**src/rtl/dark_channel_min_filter_defines.svh**
```systemverilog
// Assertion macros used by the RTL of the dark channel filter.
`ifndef DARK_CHANNEL_MIN_FILTER_DEFINES_SVH
`define DARK_CHANNEL_MIN_FILTER_DEFINES_SVH
`ifndef SYNTHESIS
`define DCM_ASSERT_IMPL(label, clk, rst_n, ante, cons, msg) \
    label: assert property (@(posedge clk) disable iff (!rst_n) (ante) |-> (cons)) \
        else $error(msg);
`define DCM_ASSERT_NEXT(label, clk, rst_n, ante, cons, msg) \
    label: assert property (@(posedge clk) disable iff (!rst_n) (ante) |=> (cons)) \
        else $error(msg);
`else
`define DCM_ASSERT_IMPL(label, clk, rst_n, ante, cons, msg)
`define DCM_ASSERT_NEXT(label, clk, rst_n, ante, cons, msg)
`endif
`endif

```
**src/rtl/dcm_ram.sv**
```systemverilog
`default_nettype none
module dcm_ram #(
    parameter int WIDTH = 8,
    parameter int DEPTH = 256
) (
    input  wire logic                     i_clk,
    input  wire logic                     i_we,
    input  wire logic [$clog2(DEPTH)-1:0] i_waddr,
    input  wire logic [WIDTH-1:0]         i_wdata,
    input  wire logic [$clog2(DEPTH)-1:0] i_raddr,
    output logic      [WIDTH-1:0]         o_rdata
);
    logic [WIDTH-1:0] r_mem [DEPTH];

    // One write port and one registered read port.
    always_ff @(posedge i_clk) begin
        if (i_we) begin
            r_mem[i_waddr] <= i_wdata;
        end
        o_rdata <= r_mem[i_raddr];
    end
endmodule
`default_nettype wire

```
**config.mk**
```make
export PLATFORM = sky130hd
export DESIGN_NAME = dcm_ram
export DESIGN_NICKNAME = d
export VERILOG_FILES = /design/src/rtl/dark_channel_min_filter_defines.svh /design/src/rtl/dcm_ram.sv
export SDC_FILE = /design/constraint.sdc
export NUM_CORES = 2
export LEC_CHECK = 0
export BUFFER_PORTS_ARGS = -buffer_cell sky130_fd_sc_hd__buf_2
export CAP_MARGIN = 20
export CELL_PAD_IN_SITES_DETAIL_PLACEMENT = 1
export CELL_PAD_IN_SITES_GLOBAL_PLACEMENT = 2
export CORE_MARGIN = 3
export CORE_UTILIZATION = 55
export CTS_CLUSTER_DIAMETER = 200
export DETAILED_ROUTE_END_ITERATION = 12
export GPL_TIMING_DRIVEN = 0
export PLACE_DENSITY_LB_ADDON = 0.25
export SLEW_MARGIN = 5
export SYNTH_ARGS = -nofsm -noshare
export SYNTH_HDL_FRONTEND = slang
export SYNTH_SLANG_ARGS = --single-unit
```
**constraint.sdc**
```tcl
create_clock -name i_clk -period 4.7 [get_ports i_clk]
set_input_delay 0.235 -clock i_clk [delete_from_list [all_inputs] [get_ports i_clk]]
set_output_delay 0.235 -clock i_clk [all_outputs]
set_load 0.05 [all_outputs]
```
==> impl_metrics.env <==
export IMPL_synth_top_family_by_area="multiplexers"
export IMPL_final_cells=6082
export IMPL_io_pins=34
export IMPL_kind_of_cell_adding_the_most_delay_to_the_critical_path="buffers and inverters"
export IMPL_synth_largest_area_cell="sky130_fd_sc_hd__edfxtp_1"
export IMPL_core_area_mm2=0.143
export IMPL_avg_synthesized_cell_area_um2=21.3
export IMPL_wl_cell_um=41.8
export IMPL_ant_nets=0
export IMPL_post_synth_most_frequent_cells="sky130_fd_sc_hd__edfxtp_1, sky130_fd_sc_hd__mux4_2, sky130_fd_sc_hd__nor2_1"
export IMPL_antenna_violations_before_repair=18
export IMPL_timing_critical_path_depth=10
export IMPL_path_class="in -> reg"
export IMPL_worst_setup_hold_path_clk_slew_ns=0.06
export IMPL_floorplan_die_area_mm2=0.149
export IMPL_post_synthesis_sequential_element_count=2056
export IMPL_wire_length_of_the_first_global_routing_pass_mm=350
export IMPL_cts_buffers_inserted=202
export IMPL_tritoncts_clock_tree="yes"
export IMPL_cts_repair_resize_count=0
export IMPL_numPlacedInstances=5687
export IMPL_vias_cell=7.00
export IMPL_finalWeightedCongestion=0.957
export IMPL_synth_area_top_cells="sky130_fd_sc_hd__edfxtp_1, sky130_fd_sc_hd__mux4_2, sky130_fd_sc_hd__mux2i_1"
export IMPL_place_port_buffers=26
export IMPL_max_capacitance_violation_count=0
export IMPL_synth_area_in_xor_xnor_pct=0
export IMPL_maximum_number_of_pins_on_one_net_before_global_route_repair=147
export IMPL_cpMostUsedCell="sky130_fd_sc_hd__buf_2"
export IMPL_setup_tns_final_ns=0
export IMPL_synth_compound_area_share_pct=3.42
export IMPL_cp_required_ns=5.33
export IMPL_routed_wirelength_mm=254
export IMPL_timing_critical_path_to_type="flip-flop"
export IMPL_synth_fa_ha_area_share_pct=0
export IMPL_post_synthesis_simple_gate_area_fraction_pct=2.63
export IMPL_count_of_flip_flops_with_a_built_in_enable_after_synthesis=2048
export IMPL_vias=42600
export IMPL_synth_yosys_warnings=0
export IMPL_number_of_stages_on_the_worst_hold_path=3
export IMPL_seq_area_mm2=0.0617
export IMPL_synth_top_flop_cell="sky130_fd_sc_hd__edfxtp_1"
export IMPL_synth_sequential_area_ratio_pct=77.5
export IMPL_drcViolationCount=0
export IMPL_die_wd_um=386
export IMPL_post_route_util_pct=62.6
export IMPL_power_ir_vdd_worst_v=0.000363
export IMPL_synth_largest_type_area_fraction_pct=77.3
export IMPL_cp_start_kind="primary input"
export IMPL_clock_tree_htree_level_count=4
export IMPL_max_stage_delay_ns=1.02
export IMPL_postSynthNetCount=3759
export IMPL_fin_crit_ns=4.27
export IMPL_slowest_stage="sky130_fd_sc_hd__clkbuf_1"
export IMPL_setup_viol_count_final=0
export IMPL_hpwlAfterDp_mm=170
export IMPL_crit_chain="buf_2 -> buf_2 -> buf_2 -> nor2_1 -> clkbuf_1 -> a22oi_1 -> a31oi_1 -> nor4_1 -> buf_2 -> nor4_1"
export IMPL_syn_cell_area_mm2=0.0796
export IMPL_floorplan_initialDensity_pct=55.8
export IMPL_synthArstFlopShare_pct=0
export IMPL_critical_path_n_buffers_inverters=5
export IMPL_worstSkewPairLatency_ns=0.84
export IMPL_nets=4045
export IMPL_floorplan_die_height_um=386
export IMPL_drt_iter0_markers=7331
export IMPL_worst_slack_ns=0.432
export IMPL_r2r_worst_path_cells=7
export IMPL_core_rowCount=138
export IMPL_syn_instance_count=3733
export IMPL_layout_area_overhead_vs_synth_pct=12.3
export IMPL_drive_above_1_share_pct=22.5
export IMPL_cts_num_sinks=2056
export IMPL_final_fill_count=11700
export IMPL_period_utilization_pct=90.8
export IMPL_total_routing_usage_gr_pct=34.7
export IMPL_pwr_density_cell_mw_per_mm2=430
export IMPL_arrival_time_of_the_worst_setup_path_ns=4.90
export IMPL_drtPass1Iterations=6
export IMPL_static_leakage_power_uw=0.0277
export IMPL_hp_class="in -> reg"
export IMPL_cts_root_to_sink_buffers=3
export IMPL_preCtsSetupSlack_ns=-0.142
export IMPL_run_status="finished clean"
export IMPL_synthMostInstantiatedCell="sky130_fd_sc_hd__edfxtp_1"
export IMPL_worst_slew_pin_transition_ns=1.31
export IMPL_fmax_mhz=234
export IMPL_worst_path_max_fanout=10
export IMPL_final_max_slew_violation_count=0
export IMPL_max_slew_margin_pct=12.8
export IMPL_rsz0062_at_grt="no"
export IMPL_worst_clock_skew_ns=0.0283
export IMPL_timing_final_hold_violations=0
export IMPL_remaining_global_route_overflow=0
export IMPL_post_synth_mux_area_share_pct=14.6
export IMPL_cts_root_buffer_cell="sky130_fd_sc_hd__clkbuf_16"
export IMPL_multi_input_comb_area_mm2=0.0165
export IMPL_synth_cell_type_count=55
export IMPL_grt_pass1_vias=42900
timing repair:
action                    in CTS  in global routing
hold buffers                   8                  0
buffers inserted               0                  0
hold endpoints to repair     512                  0
registers in the layout (all words and copies together) (netlist names):
signal and cells:
r_mem 2048, o_rdata 8
through the flow:
stage | power (uW) | cell area, um^2 | hold slack, ns
after CTS | 38400 | 89200 | 0.260
after global placement | 22800 | 82100 | 0.707
after floorplan | 21600 | 79600 | 0.334
after global routing | 39300 | 89300 | 0.321
final | 38500 | 89300 | 0.323
after detailed placement | 22800 | 82800 | 0.684
cell type report:
type	instances	area share, %
buffer	233	1.65
inverter	2	0.00840
antenna	7	0.0196
timing repair buffer	82	1.09
multi-input combinational	1442	18.4
tap	1890	2.65
clock buffer	257	5.98
clock inverter	113	1.16
sequential	2056	69.0
final timing paths:
path | start | endpoint | slack (ns)
max reg2reg | r_mem[209][3]$_DFFE_PP_ | o_rdata[3]$_DFF_P_ | 0.93
max | i_raddr[2] | o_rdata[5]$_DFF_P_ | 0.43
min | i_waddr[4] | r_mem[116][7]$_DFFE_PP_ | 0.32
min reg2reg | r_mem[78][5]$_DFFE_PP_ | o_rdata[5]$_DFF_P_ | 1.48
layout by cell type, fill, tap and decap left out, drive strengths merged, types with 6 or more instances in the layout:
cell type,instances
edfxtp,2048
mux4,456
clkbuf,369
nor2,282
buf,193
mux2i,134
a22oi,133
a21oi,96
clkinv,84
o221ai,47
nand3,34
nand2,33
nor2b,31
o22ai,28
nor4,27
nor3,22
bufinv,18
a211oi,16
a221oi,14
o21ai,12
nand4,10
o211ai,10
nand2b,8
a22o,8
dlygate4sd3,8
dfxtp,8
inv,8
diode,7
and2,6
cells by family (layout without fill, tap and decap cells):
kind of cell / after synthesis / after routing
flip-flops: 2056 / 2056
multiplexers: 591 / 591
AND/OR/NAND/NOR: 466 / 466
AO/OA/AOI/OAI: 385 / 385
buffers and inverters: 235 / 687
other: 0 / 7
power breakdown:
group / total [uW] / switching [uW] / leakage [uW] / internal, uW
clock network: 15900 / 6920 / 0.00312 / 9000
logic: 2310 / 1630 / 0.00608 / 681
registers: 20200 / 14.2 / 0.0185 / 20200
total: 38500 / 8560 / 0.0277 / 29900
worst register-to-register path, delay by kind of cell, from the launching register on:
kind / cells / cell delay (ns)
AO/OA/AOI/OAI: 3 / 1.64
multiplexers: 1 / 0.47
AND/OR/NAND/NOR: 2 / 0.91
flip-flops: 1 / 0.38
buffers and inverters: 1 / 0.26
layer usage:
layer	share of wire [%]	routed length [um]	track usage, %
met2	46	116000	51.8
met5	0.011	28	0
met4	5.7	14600	17.7
met1	36	92000	46.9
met3	12	31100	10.5
(Power assumes the default switching activity.)
